**src/lnpe_pkg.sv**
```systemverilog
// shared types, codes and constants of the line-program encoder
// no dependencies
package lnpe_pkg;

    // width of the leb128 shift register (34-bit signed line delta plus margin)
    localparam int unsigned LEB_W = 35;

    // input item selector
    localparam logic [1:0] FUNC_START = 2'd0;
    localparam logic [1:0] FUNC_NEXT  = 2'd1;
    localparam logic [1:0] FUNC_END   = 2'd2;
    localparam logic [1:0] FUNC_BAD   = 2'd3;

    // standard and extended opcodes
    localparam logic [7:0] OP_EXTENDED     = 8'd0;
    localparam logic [7:0] OP_COPY         = 8'd1;
    localparam logic [7:0] OP_ADVANCE_PC   = 8'd2;
    localparam logic [7:0] OP_ADVANCE_LINE = 8'd3;
    localparam logic [7:0] OP_SET_FILE     = 8'd4;
    localparam logic [7:0] OP_SET_COLUMN   = 8'd5;
    localparam logic [7:0] OP_NEGATE_STMT  = 8'd6;
    localparam logic [7:0] EXT_END_SEQ     = 8'd1;
    localparam logic [7:0] EXT_SET_ADDR    = 8'd2;
    localparam logic [7:0] EXT_LEN_ADDR    = 8'd9;
    localparam logic [7:0] EXT_LEN_END     = 8'd1;
    localparam logic [7:0] ERR_BYTE        = 8'd0;

    // output byte source
    localparam logic [1:0] BSEL_CONST = 2'd0;
    localparam logic [1:0] BSEL_LEB   = 2'd1;
    localparam logic [1:0] BSEL_ADDR  = 2'd2;

    // leb128 load source
    localparam logic [1:0] LD_FILE  = 2'd0;
    localparam logic [1:0] LD_COL   = 2'd1;
    localparam logic [1:0] LD_LINE  = 2'd2;
    localparam logic [1:0] LD_DELTA = 2'd3;

    // commands from controller to datapath
    typedef struct packed {
        logic       capture;
        logic       check;
        logic       emit;
        logic [1:0] byte_sel;
        logic [7:0] const_byte;
        logic       last;
        logic       error;
        logic       leb_load;
        logic [1:0] leb_sel;
        logic       leb_shift;
        logic       addr_shift;
    } lnpe_cmd_t;

    // status from datapath to controller
    typedef struct packed {
        logic       out_free;
        logic       err;
        logic       leb_done;
        logic [1:0] func;
        logic       file_chg;
        logic       line_chg;
        logic       col_chg;
        logic       stmt_chg;
    } lnpe_status_t;

endpackage

```
**src/lnpe_regs.sv**
```systemverilog
// configuration registers behind the apb-style port
// no package dependencies
module lnpe_regs (
    input  logic        aclk,
    input  logic        aresetn,
    input  logic        psel,
    input  logic        penable,
    input  logic        pwrite,
    input  logic [3:0]  paddr,
    input  logic [63:0] pwdata,
    output logic [63:0] prdata,
    output logic        pready,
    output logic [63:0] base_address,
    output logic [31:0] text_size
);

    // register index taken from address bit 3 (8-byte spacing)
    localparam logic REG_BASE = 1'b0;
    localparam logic REG_TEXT = 1'b1;

    logic [63:0] base_reg;
    logic [31:0] text_reg;
    logic        wr;

    assign pready = 1'b1;
    assign wr     = psel && penable && pwrite;

    // register writes
    always_ff @(posedge aclk) begin
        if (!aresetn) begin
            base_reg <= 64'd0;
            text_reg <= 32'hFFFF_FFFF;
        end else if (wr) begin
            if (paddr[3] == REG_BASE) begin
                base_reg <= pwdata;
            end else begin
                text_reg <= pwdata[31:0];
            end
        end
    end

    // read back
    assign prdata = (paddr[3] == REG_TEXT) ? {32'd0, text_reg} : base_reg;

    assign base_address = base_reg;
    assign text_size    = text_reg;

endmodule

```
**src/lnpe_datapath.sv**
```systemverilog
// datapath: item capture, checks, sequence state, leb128 and address shifters,
// output register; depends on lnpe_pkg
module lnpe_datapath (
    input  logic                  aclk,
    input  logic                  aresetn,
    input  lnpe_pkg::lnpe_cmd_t   cmd,
    output lnpe_pkg::lnpe_status_t st,
    input  logic [63:0]           base_address,
    input  logic [31:0]           text_size,
    input  logic [1:0]            s_func,
    input  logic [31:0]           s_code_offset,
    input  logic [31:0]           s_file_number,
    input  logic [31:0]           s_line_number,
    input  logic [31:0]           s_column_number,
    input  logic                  s_is_statement,
    output logic                  m_valid,
    input  logic                  m_ready,
    output logic [7:0]            m_out_byte,
    output logic                  m_last,
    output logic                  m_error
);
    import lnpe_pkg::*;

    // captured item
    logic [1:0]  func_reg;
    logic [31:0] off_reg, file_reg, line_reg, col_reg;
    logic        stmt_reg;

    // sequence state
    logic [31:0] prev_off_reg, prev_file_reg, prev_line_reg, prev_col_reg;
    logic        prev_stmt_reg;

    // values worked out at the check cycle
    logic [63:0]      addr_reg;
    logic [31:0]      delta_reg;
    logic [LEB_W-1:0] linev_reg;
    logic             file_chg_reg, line_chg_reg, col_chg_reg, stmt_chg_reg;

    // leb128 shifter
    logic [LEB_W-1:0] leb_reg, leb_next;
    logic             sleb_reg;

    // output register
    logic       valid_reg;
    logic [7:0] byte_reg;
    logic       last_reg, error_reg;

    logic [64:0]      sum;
    logic             off_gt_prev;
    logic             err;
    logic [32:0]      line_m1;
    logic [33:0]      line_diff;
    logic [LEB_W-1:0] linev_next;
    logic [LEB_W-1:0] leb_rest;
    logic             leb_more;
    logic [7:0]       byte_next;

    // item capture
    always_ff @(posedge aclk) begin
        if (cmd.capture) begin
            func_reg <= s_func;
            off_reg  <= s_code_offset;
            file_reg <= s_file_number;
            line_reg <= s_line_number;
            col_reg  <= s_column_number;
            stmt_reg <= s_is_statement;
        end
    end

    // item checks
    always_comb begin
        sum         = {1'b0, base_address} + {33'd0, off_reg};
        off_gt_prev = off_reg > prev_off_reg;
        case (func_reg)
            FUNC_START: err = (off_reg > text_size) || (file_reg == 32'd0) || sum[64];
            FUNC_NEXT:  err = !off_gt_prev || (file_reg == 32'd0);
            FUNC_END:   err = !off_gt_prev;
            FUNC_BAD:   err = 1'b1;
            default:    err = 1'b1;
        endcase
    end

    // line value: line minus one at start, difference to previous line otherwise
    always_comb begin
        line_m1   = {1'b0, line_reg} - 33'd1;
        line_diff = {2'b00, line_reg} - {2'b00, prev_line_reg};
        if (func_reg == FUNC_START) begin
            linev_next = {{(LEB_W-33){line_m1[32]}}, line_m1};
        end else begin
            linev_next = {{(LEB_W-34){line_diff[33]}}, line_diff};
        end
    end

    // check cycle: latch derived values
    always_ff @(posedge aclk) begin
        if (cmd.check) begin
            addr_reg     <= sum[63:0];
            delta_reg    <= off_reg - prev_off_reg;
            linev_reg    <= linev_next;
            file_chg_reg <= file_reg != prev_file_reg;
            line_chg_reg <= line_reg != prev_line_reg;
            col_chg_reg  <= col_reg != prev_col_reg;
            stmt_chg_reg <= (func_reg == FUNC_START) ? !stmt_reg
                                                     : (stmt_reg != prev_stmt_reg);
        end else if (cmd.addr_shift) begin
            addr_reg <= {8'd0, addr_reg[63:8]};
        end
    end

    // sequence state update for accepted start and next items
    always_ff @(posedge aclk) begin
        if (!aresetn) begin
            prev_off_reg  <= 32'd0;
            prev_file_reg <= 32'd0;
            prev_line_reg <= 32'd0;
            prev_col_reg  <= 32'd0;
            prev_stmt_reg <= 1'b1;
        end else if (cmd.check && !err && (func_reg != FUNC_END)) begin
            prev_off_reg  <= off_reg;
            prev_file_reg <= file_reg;
            prev_line_reg <= line_reg;
            prev_col_reg  <= col_reg;
            prev_stmt_reg <= stmt_reg;
        end
    end

    // leb128 digit and continuation
    always_comb begin
        leb_rest = {{7{leb_reg[LEB_W-1]}}, leb_reg[LEB_W-1:7]};
        if (sleb_reg) begin
            leb_more = !(((leb_rest == '0) && !leb_reg[6]) ||
                         ((leb_rest == '1) && leb_reg[6]));
        end else begin
            leb_more = leb_rest != '0;
        end
    end

    // leb128 load source
    always_comb begin
        case (cmd.leb_sel)
            LD_FILE:  leb_next = {{(LEB_W-32){1'b0}}, file_reg - 32'd1};
            LD_COL:   leb_next = {{(LEB_W-32){1'b0}}, col_reg};
            LD_LINE:  leb_next = linev_reg;
            LD_DELTA: leb_next = {{(LEB_W-32){1'b0}}, delta_reg};
            default:  leb_next = '0;
        endcase
    end

    always_ff @(posedge aclk) begin
        if (cmd.leb_load) begin
            leb_reg  <= leb_next;
            sleb_reg <= cmd.leb_sel == LD_LINE;
        end else if (cmd.leb_shift) begin
            leb_reg <= leb_rest;
        end
    end

    // output byte select
    always_comb begin
        case (cmd.byte_sel)
            BSEL_CONST: byte_next = cmd.const_byte;
            BSEL_LEB:   byte_next = {leb_more, leb_reg[6:0]};
            BSEL_ADDR:  byte_next = addr_reg[7:0];
            default:    byte_next = cmd.const_byte;
        endcase
    end

    // output register
    always_ff @(posedge aclk) begin
        if (!aresetn) begin
            valid_reg <= 1'b0;
        end else if (cmd.emit) begin
            valid_reg <= 1'b1;
        end else if (m_ready) begin
            valid_reg <= 1'b0;
        end
    end

    always_ff @(posedge aclk) begin
        if (cmd.emit) begin
            byte_reg  <= byte_next;
            last_reg  <= cmd.last;
            error_reg <= cmd.error;
        end
    end

    assign m_valid    = valid_reg;
    assign m_out_byte = byte_reg;
    assign m_last     = last_reg;
    assign m_error    = error_reg;

    // status back to the controller
    assign st.out_free = !valid_reg || m_ready;
    assign st.err      = err;
    assign st.leb_done = !leb_more;
    assign st.func     = func_reg;
    assign st.file_chg = file_chg_reg;
    assign st.line_chg = line_chg_reg;
    assign st.col_chg  = col_chg_reg;
    assign st.stmt_chg = stmt_chg_reg;

endmodule

```
**src/lnpe_ctrl.sv**
```systemverilog
// controller: steps through the opcode sequence of each item, one beat a cycle while
// the output register is free; depends on lnpe_pkg
module lnpe_ctrl (
    input  logic                   aclk,
    input  logic                   aresetn,
    input  logic                   s_valid,
    output logic                   s_ready,
    input  lnpe_pkg::lnpe_status_t st,
    output lnpe_pkg::lnpe_cmd_t    cmd
);
    import lnpe_pkg::*;

    localparam logic [4:0] ST_IDLE     = 5'd0;
    localparam logic [4:0] ST_CHECK    = 5'd1;
    localparam logic [4:0] ST_ERR      = 5'd2;
    localparam logic [4:0] ST_FILE_OP  = 5'd3;
    localparam logic [4:0] ST_FILE_LEB = 5'd4;
    localparam logic [4:0] ST_COL_OP   = 5'd5;
    localparam logic [4:0] ST_COL_LEB  = 5'd6;
    localparam logic [4:0] ST_LINE_OP  = 5'd7;
    localparam logic [4:0] ST_LINE_LEB = 5'd8;
    localparam logic [4:0] ST_NEG      = 5'd9;
    localparam logic [4:0] ST_EXT0     = 5'd10;
    localparam logic [4:0] ST_EXT_LEN  = 5'd11;
    localparam logic [4:0] ST_EXT_OP   = 5'd12;
    localparam logic [4:0] ST_ADDR     = 5'd13;
    localparam logic [4:0] ST_COPY     = 5'd14;
    localparam logic [4:0] ST_PC_OP    = 5'd15;
    localparam logic [4:0] ST_PC_LEB   = 5'd16;

    logic [4:0] state_reg, state_next;
    logic [2:0] cnt_reg, cnt_next;
    logic       is_start, is_end;
    logic       leb_step;

    assign is_start = st.func == FUNC_START;
    assign is_end   = st.func == FUNC_END;
    assign leb_step = st.out_free && st.leb_done;
    assign s_ready  = state_reg == ST_IDLE;

    always_comb begin
        state_next     = state_reg;
        cnt_next       = cnt_reg;
        cmd            = '0;
        cmd.byte_sel   = BSEL_CONST;
        cmd.const_byte = OP_COPY;
        cmd.leb_sel    = LD_FILE;
        case (state_reg)
            ST_IDLE: begin
                cmd.capture = s_valid;
                if (s_valid) begin
                    state_next = ST_CHECK;
                end
            end
            // checks and derived values, no beat
            ST_CHECK: begin
                cmd.check = 1'b1;
                if (st.err) begin
                    state_next = ST_ERR;
                end else if (is_start) begin
                    state_next = ST_FILE_OP;
                end else begin
                    state_next = ST_PC_OP;
                end
            end
            ST_ERR: begin
                cmd.emit       = st.out_free;
                cmd.const_byte = ERR_BYTE;
                cmd.last       = 1'b1;
                cmd.error      = 1'b1;
                if (st.out_free) begin
                    state_next = ST_IDLE;
                end
            end
            ST_FILE_OP: begin
                cmd.emit       = st.out_free;
                cmd.const_byte = OP_SET_FILE;
                cmd.leb_load   = st.out_free;
                cmd.leb_sel    = LD_FILE;
                if (st.out_free) begin
                    state_next = ST_FILE_LEB;
                end
            end
            ST_FILE_LEB: begin
                cmd.emit      = st.out_free;
                cmd.byte_sel  = BSEL_LEB;
                cmd.leb_shift = st.out_free;
                if (leb_step) begin
                    if (is_start || st.line_chg) begin
                        state_next = is_start ? ST_COL_OP : ST_LINE_OP;
                    end else if (st.col_chg) begin
                        state_next = ST_COL_OP;
                    end else if (st.stmt_chg) begin
                        state_next = ST_NEG;
                    end else begin
                        state_next = ST_COPY;
                    end
                end
            end
            ST_COL_OP: begin
                cmd.emit       = st.out_free;
                cmd.const_byte = OP_SET_COLUMN;
                cmd.leb_load   = st.out_free;
                cmd.leb_sel    = LD_COL;
                if (st.out_free) begin
                    state_next = ST_COL_LEB;
                end
            end
            ST_COL_LEB: begin
                cmd.emit      = st.out_free;
                cmd.byte_sel  = BSEL_LEB;
                cmd.leb_shift = st.out_free;
                if (leb_step) begin
                    if (is_start) begin
                        state_next = ST_LINE_OP;
                    end else if (st.stmt_chg) begin
                        state_next = ST_NEG;
                    end else begin
                        state_next = ST_COPY;
                    end
                end
            end
            ST_LINE_OP: begin
                cmd.emit       = st.out_free;
                cmd.const_byte = OP_ADVANCE_LINE;
                cmd.leb_load   = st.out_free;
                cmd.leb_sel    = LD_LINE;
                if (st.out_free) begin
                    state_next = ST_LINE_LEB;
                end
            end
            ST_LINE_LEB: begin
                cmd.emit      = st.out_free;
                cmd.byte_sel  = BSEL_LEB;
                cmd.leb_shift = st.out_free;
                if (leb_step) begin
                    if (is_start) begin
                        state_next = st.stmt_chg ? ST_NEG : ST_EXT0;
                    end else if (st.col_chg) begin
                        state_next = ST_COL_OP;
                    end else if (st.stmt_chg) begin
                        state_next = ST_NEG;
                    end else begin
                        state_next = ST_COPY;
                    end
                end
            end
            ST_NEG: begin
                cmd.emit       = st.out_free;
                cmd.const_byte = OP_NEGATE_STMT;
                if (st.out_free) begin
                    state_next = is_start ? ST_EXT0 : ST_COPY;
                end
            end
            ST_EXT0: begin
                cmd.emit       = st.out_free;
                cmd.const_byte = OP_EXTENDED;
                if (st.out_free) begin
                    state_next = ST_EXT_LEN;
                end
            end
            ST_EXT_LEN: begin
                cmd.emit       = st.out_free;
                cmd.const_byte = is_start ? EXT_LEN_ADDR : EXT_LEN_END;
                if (st.out_free) begin
                    state_next = ST_EXT_OP;
                end
            end
            ST_EXT_OP: begin
                cmd.emit       = st.out_free;
                cmd.const_byte = is_start ? EXT_SET_ADDR : EXT_END_SEQ;
                cmd.last       = is_end;
                cnt_next       = 3'd0;
                if (st.out_free) begin
                    state_next = is_start ? ST_ADDR : ST_IDLE;
                end
            end
            // eight address bytes, little-endian
            ST_ADDR: begin
                cmd.emit       = st.out_free;
                cmd.byte_sel   = BSEL_ADDR;
                cmd.addr_shift = st.out_free;
                if (st.out_free) begin
                    cnt_next = cnt_reg + 3'd1;
                    if (cnt_reg == 3'd7) begin
                        state_next = ST_COPY;
                    end
                end
            end
            ST_COPY: begin
                cmd.emit       = st.out_free;
                cmd.const_byte = OP_COPY;
                cmd.last       = 1'b1;
                if (st.out_free) begin
                    state_next = ST_IDLE;
                end
            end
            ST_PC_OP: begin
                cmd.emit       = st.out_free;
                cmd.const_byte = OP_ADVANCE_PC;
                cmd.leb_load   = st.out_free;
                cmd.leb_sel    = LD_DELTA;
                if (st.out_free) begin
                    state_next = ST_PC_LEB;
                end
            end
            ST_PC_LEB: begin
                cmd.emit      = st.out_free;
                cmd.byte_sel  = BSEL_LEB;
                cmd.leb_shift = st.out_free;
                if (leb_step) begin
                    if (is_end) begin
                        state_next = ST_EXT0;
                    end else if (st.file_chg) begin
                        state_next = ST_FILE_OP;
                    end else if (st.line_chg) begin
                        state_next = ST_LINE_OP;
                    end else if (st.col_chg) begin
                        state_next = ST_COL_OP;
                    end else if (st.stmt_chg) begin
                        state_next = ST_NEG;
                    end else begin
                        state_next = ST_COPY;
                    end
                end
            end
            default: begin
                state_next = ST_IDLE;
            end
        endcase
    end

    always_ff @(posedge aclk) begin
        if (!aresetn) begin
            state_reg <= ST_IDLE;
            cnt_reg   <= 3'd0;
        end else begin
            state_reg <= state_next;
            cnt_reg   <= cnt_next;
        end
    end

endmodule

```
**src/line_number_program_encoder.sv**
```systemverilog
// Line-program encoder: an item producing n beats (1 to 31) occupies the block
// through the accept state and the check state, then one beat a cycle
// from the controller into the output register; a stalled output stretches this.
// The first beat follows the check state, once the output register is free.
// Reset (aresetn low, synchronous) clears the controller, output valid, the
// sequence state (previous values zero, statement flag one) and base address.
module line_number_program_encoder (
    input  logic        aclk,
    input  logic        aresetn,
    input  logic        s_valid,
    output logic        s_ready,
    input  logic [1:0]  s_func,
    input  logic [31:0] s_code_offset,
    input  logic [31:0] s_file_number,
    input  logic [31:0] s_line_number,
    input  logic [31:0] s_column_number,
    input  logic        s_is_statement,
    output logic        m_valid,
    input  logic        m_ready,
    output logic [7:0]  m_out_byte,
    output logic        m_last,
    output logic        m_error,
    input  logic        psel,
    input  logic        penable,
    input  logic        pwrite,
    input  logic [3:0]  paddr,
    input  logic [63:0] pwdata,
    output logic [63:0] prdata,
    output logic        pready
);
    import lnpe_pkg::*;

    lnpe_cmd_t    cmd;
    lnpe_status_t st;
    logic [63:0]  base_address;
    logic [31:0]  text_size;

    // configuration registers
    lnpe_regs u_regs (
        .aclk         (aclk),
        .aresetn      (aresetn),
        .psel         (psel),
        .penable      (penable),
        .pwrite       (pwrite),
        .paddr        (paddr),
        .pwdata       (pwdata),
        .prdata       (prdata),
        .pready       (pready),
        .base_address (base_address),
        .text_size    (text_size)
    );

    // sequencing
    lnpe_ctrl u_ctrl (
        .aclk    (aclk),
        .aresetn (aresetn),
        .s_valid (s_valid),
        .s_ready (s_ready),
        .st      (st),
        .cmd     (cmd)
    );

    // datapath
    lnpe_datapath u_dp (
        .aclk            (aclk),
        .aresetn         (aresetn),
        .cmd             (cmd),
        .st              (st),
        .base_address    (base_address),
        .text_size       (text_size),
        .s_func          (s_func),
        .s_code_offset   (s_code_offset),
        .s_file_number   (s_file_number),
        .s_line_number   (s_line_number),
        .s_column_number (s_column_number),
        .s_is_statement  (s_is_statement),
        .m_valid         (m_valid),
        .m_ready         (m_ready),
        .m_out_byte      (m_out_byte),
        .m_last          (m_last),
        .m_error         (m_error)
    );

endmodule

```
**config.mk**
```make
export PLATFORM = sky130hd
export DESIGN_NAME = line_number_program_encoder
export DESIGN_NICKNAME = d
export VERILOG_FILES = /design/src/lnpe_pkg.sv /design/src/lnpe_regs.sv /design/src/lnpe_datapath.sv /design/src/lnpe_ctrl.sv /design/src/line_number_program_encoder.sv
export SDC_FILE = /design/constraint.sdc
export NUM_CORES = 1
export LEC_CHECK = 0
export BUFFER_PORTS_ARGS = -buffer_cell sky130_fd_sc_hd__buf_4
export CORE_ASPECT_RATIO = 1.1
export CORE_MARGIN = 5
export CORE_UTILIZATION = 55
export CTS_BUF_LIST = sky130_fd_sc_hd__clkbuf_16
export DETAILED_ROUTE_END_ITERATION = 12
export PLACE_DENSITY = 0.78
export SLEW_MARGIN = 10
export SYNTH_ARGS = -nofsm -noshare
export SYNTH_HDL_FRONTEND = slang
export SYNTH_HIERARCHICAL = 1
export SYNTH_SLANG_ARGS = --single-unit
```
**constraint.sdc**
```tcl
create_clock -name aclk -period 4.8 [get_ports aclk]
set_clock_uncertainty 0.05 [all_clocks]
set_input_delay 0.48 -clock aclk [delete_from_list [all_inputs] [get_ports aclk]]
set_output_delay 0.48 -clock aclk [all_outputs]
set_load 0.02 [all_outputs]
```
==> out/qor.csv, run 1 <==
metric;value;unit
run_status;finished clean;
nNetsFinal;3764;
power.switching;6400;uW
core-area;0.0559;sq mm
finalSetupTns;0;ns
gp_congestion;0.998;
ys_seq_area_frac;0.452;
hold_buffers;131;
highest_layer;met5;
first_iter_violations;2258;
route.detailed.drc;0;
routed_wl;88.1;mm
synth_top_area_frac;0.300;
wl_met3;5.39;mm
fin_util;0.660;
start_kind;register;
dpl_cell_area;0.0336;sq mm
cpPeakStageDelay;0.51;ns
synth_most_common_cell;nand2_1;
critPathKind;register to register;
globalRouteOverflowTotal;0;
viasPerCell;5.81;
grt_pass1_vias;24700;
post_cts_buffers;0;
antenna_left;0;
synth_edf_count;309;
die_h;259;um
synth_area_leaders;edfxtp_1 (30%), dfxtp_1 (15%), mux2i_1 (7.4%);
grt_max_degree;153;
clk_pin_slew_worst_paths;0.06;ns
root_buffer;clkbuf_16;
via_count;24500;
cp-endpoint;u_ctrl/state_reg[0];
post_drt_wl_per_cell;20.9;um
period_minus_slack;4.45;ns
total_power;18200;uW
place.port_buffers;278;
cp_slowest_cell;nor4_1;
clock_path_buffers;3;
timing.rr.end;u_ctrl/state_reg[0];
critPathCaptureType;register;
p_leak;0.0140;uW
dp_hpwl;64.2;mm
insertion_delay;0.63;ns
max_cap_violations;0;
wl_met2;43.6;mm
swShare;0.352;
ys_seq_elements;543;
htreeDepth;2;
fmax;0.225;GHz
irDropWorstVdd;0.000304;V
reg2reg_from;u_regs/base_address[0];
die_area;0.0610;sq mm
area_growth;19.3;%
worstSetupPathDepth;16;
holdWs;0.0530;ns
ios;283;
synth_warnings;6;
fin_crit_sh;0.927;
rsz0062_at_grt;no;
crit_arrival;4.86;ns
nFillCells;4238;
grt_antenna_before_repair;1;
drv_slew;0;
row_count;91;
ys_types;83;
cp_max_fo;3;
first_pass_iters;6;
synthArstFlopShare;0;
crit_required;5.21;ns
drive_gt1_frac;0.161;
synth_common_cells;nand2_1 (521), edfxtp_1 (309), dfxtp_1 (234), mux2i_1 (228), xnor2_1 (144);
avgSynthCellArea;10.1;sq um
cts_sinks;543;
power.density;493;mW/mm^2
synthesis.area;0.0309;sq mm
path_delay_family;compound AO/OA/AOI/OAI gates;
clkPwrFrac;0.262;
path_cells;ha_1, fa_1, a2111oi_0, buf_4, nor4_1, o2111ai_1, a21oi_1, o31ai_1, o32a_1, o21ai_0, nor2b_1, a21oi_1, a22oi_1, nor2_1, nor4_1, a31oi_1;
worst_slew_pin_slew;1.11;ns
track_usage;0.279;
crit_buf_inv;1;
cts_tree;yes;
fp.dieW;236;um
reg2regPathDepth;16;
synth_top_area_cell;edfxtp_1;
power_frac_seq;0.417;
cts_inserted_buffers;57;
hold_viol_final;0;
drt-met1-wl;34.4;mm
hp-class;primary input to register;
r2r_setup_slack;0.35;ns
fin_area;0.0369;sq mm
cts_resized;0;
setup_viol;0;
synthFlopType;edfxtp_1;
syn_inst;3074;
grt_pass1_wl;136;mm
start_util;0.553;
intPower;11800;uW
power_frac_comb;0.321;
worstSetupStartpoint;u_regs/base_address[0];
slew_headroom;0.258;
==> worst min path at each step <==
stage / start / to / cells after the start
6_report: pwdata[54] / u_regs/base_address[54] / 3
5_1_grt: pwdata[42] / u_regs/base_address[42] / 3
4_1_cts: pwdata[37] / u_regs/base_address[37] / 3
3_5_place_dp: u_dp/prev_line_reg[9] / u_dp/prev_line_reg[9] / 2
3_3_place_gp: u_dp/prev_off_reg[13] / u_dp/prev_off_reg[13] / 2
2_1_floorplan: u_dp/prev_line_reg[10] / u_dp/prev_line_reg[10] / 2
==> stage by stage <==
step                      cells  setup WS [ns]
after floorplan            3077          0.246
after global placement     3975          0.504
after detailed placement   3975          0.472
after CTS                  4214          0.447
after global routing       4214         0.0257
final                      4215          0.351
==> worst reg2reg max path: stages (launching register included) <==
cell,delay (ns)
dfxtp_1,0.39
ha_1,0.25
fa_1,0.27
a2111oi_0,0.12
buf_4,0.16
nor4_1,0.51
o2111ai_1,0.28
a21oi_1,0.32
o31ai_1,0.13
o32a_1,0.41
o21ai_0,0.15
nor2b_1,0.44
a21oi_1,0.14
a22oi_1,0.18
nor2_1,0.06
nor4_1,0.32
a31oi_1,0.12
==> power groups by stage <==
stage | registers, uW | logic, uW | clock network, uW
2_1_floorplan | 7190 | 4110 | 0
3_3_place_gp | 7630 | 5490 | 0
3_5_place_dp | 7640 | 5640 | 0
4_1_cts | 7560 | 5770 | 4820
5_1_grt | 7660 | 6350 | 5040
6_report | 7580 | 5850 | 4760
==> layout make-up <==
type	instances	area [sq um]	share of cell area
clock buffer	59	1480	0.0400
inverter	132	498	0.0135
clock inverter	49	526	0.0143
tap	744	931	0.0252
antenna	1	2.50	0.0000679
timing repair buffer	444	3780	0.103
multi-input combinational	2243	15700	0.426
sequential	543	14000	0.379
==> routing by layer <==
metal / GRT usage / vias to the layer above
met1: 0.336 / 11800
met2: 0.491 / 897
met5: 0 / -
met4: 0.135 / 2
met3: 0.0416 / 201
li1: - / 11600
==> cell families after synthesis <==
logic type | count (synthesis) | share of synthesized area
AOI/OAI and AO/OA | 443 | 0.0917
xor gates and xnor gates | 229 | 0.0649
DFF | 543 | 0.452
and+or+nand+nor | 1084 | 0.166
muxes | 345 | 0.126
other | 2 | 0.000243
buffers and inverters | 291 | 0.0424
adders and majority gates | 137 | 0.0562
==> cells in the final DEF, fill, tap and decap left out, types with 11 or more instances in the layout <==
| cell | n |
|---|---|
| nand2_1 | 521 |
| edfxtp_1 | 309 |
| buf_4 | 303 |
| dfxtp_1 | 234 |
| mux2i_1 | 228 |
| xnor2_1 | 144 |
| inv_1 | 142 |
| a21oi_1 | 140 |
| ha_1 | 134 |
| nor2_1 | 133 |
| dlygate4sd3_1 | 131 |
| nor2b_1 | 121 |
| mux2_2 | 90 |
| xor2_1 | 85 |
| o21ai_0 | 85 |
| clkbuf_16 | 59 |
| nand3_1 | 48 |
| a21o_1 | 48 |
| nand4_1 | 48 |
| nor3_1 | 47 |
| nor4_1 | 34 |
| mux4_2 | 27 |
| and3_1 | 22 |
| a31oi_1 | 20 |
| o21a_1 | 18 |
| nand2b_1 | 17 |
| and2_1 | 17 |
| or2_2 | 13 |
| o21bai_1 | 13 |
| o31ai_1 | 13 |
| clkinv_2 | 12 |
| or3_1 | 12 |
| or4_1 | 12 |
| bufinv_16 | 11 |
Power figures use the tool's default switching activity.
==> run 2: changes to the inputs <==
--- a/config.mk
+++ b/config.mk
@@ -5,13 +5,14 @@
 export SDC_FILE = /design/constraint.sdc
 export NUM_CORES = 1
 export LEC_CHECK = 0
+export ABC_AREA = 1
 export BUFFER_PORTS_ARGS = -buffer_cell sky130_fd_sc_hd__buf_4
 export CORE_ASPECT_RATIO = 1.1
 export CORE_MARGIN = 5
-export CORE_UTILIZATION = 55
+export CORE_UTILIZATION = 61
 export CTS_BUF_LIST = sky130_fd_sc_hd__clkbuf_16
 export DETAILED_ROUTE_END_ITERATION = 12
-export PLACE_DENSITY = 0.78
+export PLACE_DENSITY = 0.81
 export SLEW_MARGIN = 10
 export SYNTH_ARGS = -nofsm -noshare
 export SYNTH_HDL_FRONTEND = slang
==> constraint.sdc (replaced) <==
create_clock -name aclk -period 4.2 [get_ports aclk]
set_clock_uncertainty 0.05 [all_clocks]
set_input_delay 0.42 -clock aclk [delete_from_list [all_inputs] [get_ports aclk]]
set_output_delay 0.42 -clock aclk [all_outputs]
set_load 0.02 [all_outputs]
==> run 2 against run 1 <==
Utilization grew 7.1 points. Worst setup slack improved by 0.29 ns. Critical path depth shrank 5. First-iteration DRC count is 47% higher. Power up 18%. Flip-flop and latch count unchanged. Register-to-register slack gained 0.29 ns. Highest routed layer unchanged.
==> out/qor.csv, run 2 <==
metric;value;unit
slew_headroom;0.211;
power.density;545;mW/mm^2
globalRouteOverflowTotal;0;
die_area;0.0592;sq mm
irDropWorstVdd;0.000398;V
syn_inst;4472;
fmax;0.281;GHz
fin_crit_sh;0.847;
cts_sinks;543;
route.detailed.drc;0;
critPathKind;register to register;
hp-class;primary input to register;
p_leak;0.0172;uW
layout_common_cells;nand2_1 (1033), nor2_1 (624), inv_1 (577);
insertion_delay;0.65;ns
ys_seq_elements;543;
viasPerCell;5.69;
gp_congestion;1.00;
ios;283;
cts_tree;yes;
placedCellCount;5365;
synth_most_common_cell;nand2_1;
grt_pass1_vias;30200;
cts_inserted_buffers;58;
synth_common_cells;nand2_1 (1033), nor2_1 (629), inv_1 (566), nand3_1 (356), a21oi_1 (335);
grt_max_degree;113;
synth_warnings;6;
worst_slew_pin_slew;1.18;ns
max_cap_violations;0;
nNetsFinal;5203;
dp_hpwl;76.5;mm
start_util;0.617;
root_buffer;clkbuf_16;
period_minus_slack;3.56;ns
holdWs;0.0479;ns
post_drt_wl_per_cell;18.9;um
fin_cells;5640;
cp_max_fo;25;
avgSynthCellArea;7.43;sq um
final_common_cell;nand2_1;
area_growth;18.4;%
row_count;89;
ys_types;61;
synth_top_area_frac;0.279;
crit_arrival;3.86;ns
crit_required;4.50;ns
critPathCaptureType;register;
synth_edf_count;309;
grt_antenna_before_repair;1;
clock_path_buffers;3;
setup_viol;0;
drv_slew;0;
ys_seq_area_frac;0.420;
clk_pin_slew_worst_paths;0.06;ns
start_kind;register;
core-area;0.0538;sq mm
drive_gt1_frac;0.108;
rsz0062_at_grt;no;
finalSetupTns;0;ns
place.port_buffers;278;
first_iter_violations;3319;
run_status;finished clean;
grt_pass1_wl;165;mm
synthArstFlopShare;0;
via_count;32100;
track_usage;0.350;
hold_viol_final;0;
htreeDepth;2;
synthFlopType;edfxtp_1;
routed_wl;107;mm
fp.dieW;232;um
synth_area_leaders;edfxtp_1 (28%), dfxtp_1 (14%), nand2_1 (12%);
synthesis.area;0.0332;sq mm
first_pass_iters;6;
synth_top_area_cell;edfxtp_1;
nFillCells;4214;
antenna_left;0;
die_h;255;um
==> run 2: cell count changes after synthesis, sizes merged, moves of 37 or more <==
cell | previous run | this run
mux2 | 90 | 0
nor2 | 136 | 646
a21oi | 141 | 345
a21o | 48 | 11
inv | 132 | 578
o21ai | 85 | 192
nand3 | 48 | 378
nand2 | 521 | 1044
nor2b | 121 | 0
mux2i | 228 | 1
xnor2 | 144 | 69
==> run 2: where the power goes <==
group	leakage [uW]	switching [uW]	internal (uW)	total, uW
Clock	0.000944	2260	2730	4990
Sequential	0.00476	893	7390	8280
Combinational	0.0115	5450	2700	8150
==> run 2: through the flow <==
stage | power (uW) | setup WS [ns] | instance area, sq um | util
global route | 22600 | 0.420 | 39300 | 0.731
finish | 21400 | 0.642 | 39300 | 0.731
CTS | 21200 | 0.764 | 39300 | 0.731
global placement | 16000 | 0.880 | 35800 | 0.667
detailed placement | 16100 | 0.799 | 35800 | 0.667
floorplan | 13700 | 0.570 | 33200 | -
==> run 2: critical path, cell delays in order (launching register included) <==
cell and delay (ns):
dfxtp_1 0.38, inv_2 0.20, nand2_2 0.07, nor2_1 0.23
nand2_1 0.17, nand2_1 0.34, inv_1 0.17, nor2_1 0.33
inv_1 0.41, o211ai_1 0.37, a21oi_1 0.06, o21ai_0 0.50
==> run 2: cell families after synthesis <==
kind of cell    after synthesis  synth area share
xor+xnor                    132            0.0348
other cells                   2          0.000226
buf+inv                     748            0.0935
simple gates               2241             0.286
compound gates              668             0.112
mux                           1          0.000301
flops                       543             0.420
fa+ha+maj                   137            0.0523
==> run 2: repair_timing <==
item	CTS	global route
setup buffers	0	0
gates resized for setup	0	0
endpoints found under the hold margin	163	0
hold buffers	163	0
==> run 2: path summary, 6_finish.rpt <==
kind	startpoint	endpoint	slack, ns	cells past startpoint
max	u_ctrl/state_reg[4]	u_dp/leb_reg[2]	0.64	11
min	pwdata[32]	u_regs/base_address[32]	0.05	5
max reg2reg	u_ctrl/state_reg[4]	u_dp/leb_reg[2]	0.64	11
min reg2reg	u_dp/prev_stmt_reg	u_dp/prev_stmt_reg	0.43	2
==> run 2: per-layer routing <==
metal / global-route usage / share of wire / up-vias
li1: - / - / 15500
met1: 0.458 / 0.40 / 14800
met2: 0.590 / 0.47 / 1586
met3: 0.0529 / 0.082 / 259
met4: 0.136 / 0.044 / 2
met5: 0 / 0.00012 / -
==> run 2: cell type report <==
cell class | count | area [sq um] | area share
Timing Repair Buffer | 494 | 4230 | 0.108
Clock inverter | 49 | 332 | 0.00843
Tap cell | 728 | 911 | 0.0232
Clock buffer | 60 | 1500 | 0.0382
Inverter | 579 | 2170 | 0.0553
Multi-Input combinational cell | 3184 | 16200 | 0.412
Antenna cell | 3 | 7.51 | 0.000191
Sequential cell | 543 | 14000 | 0.355
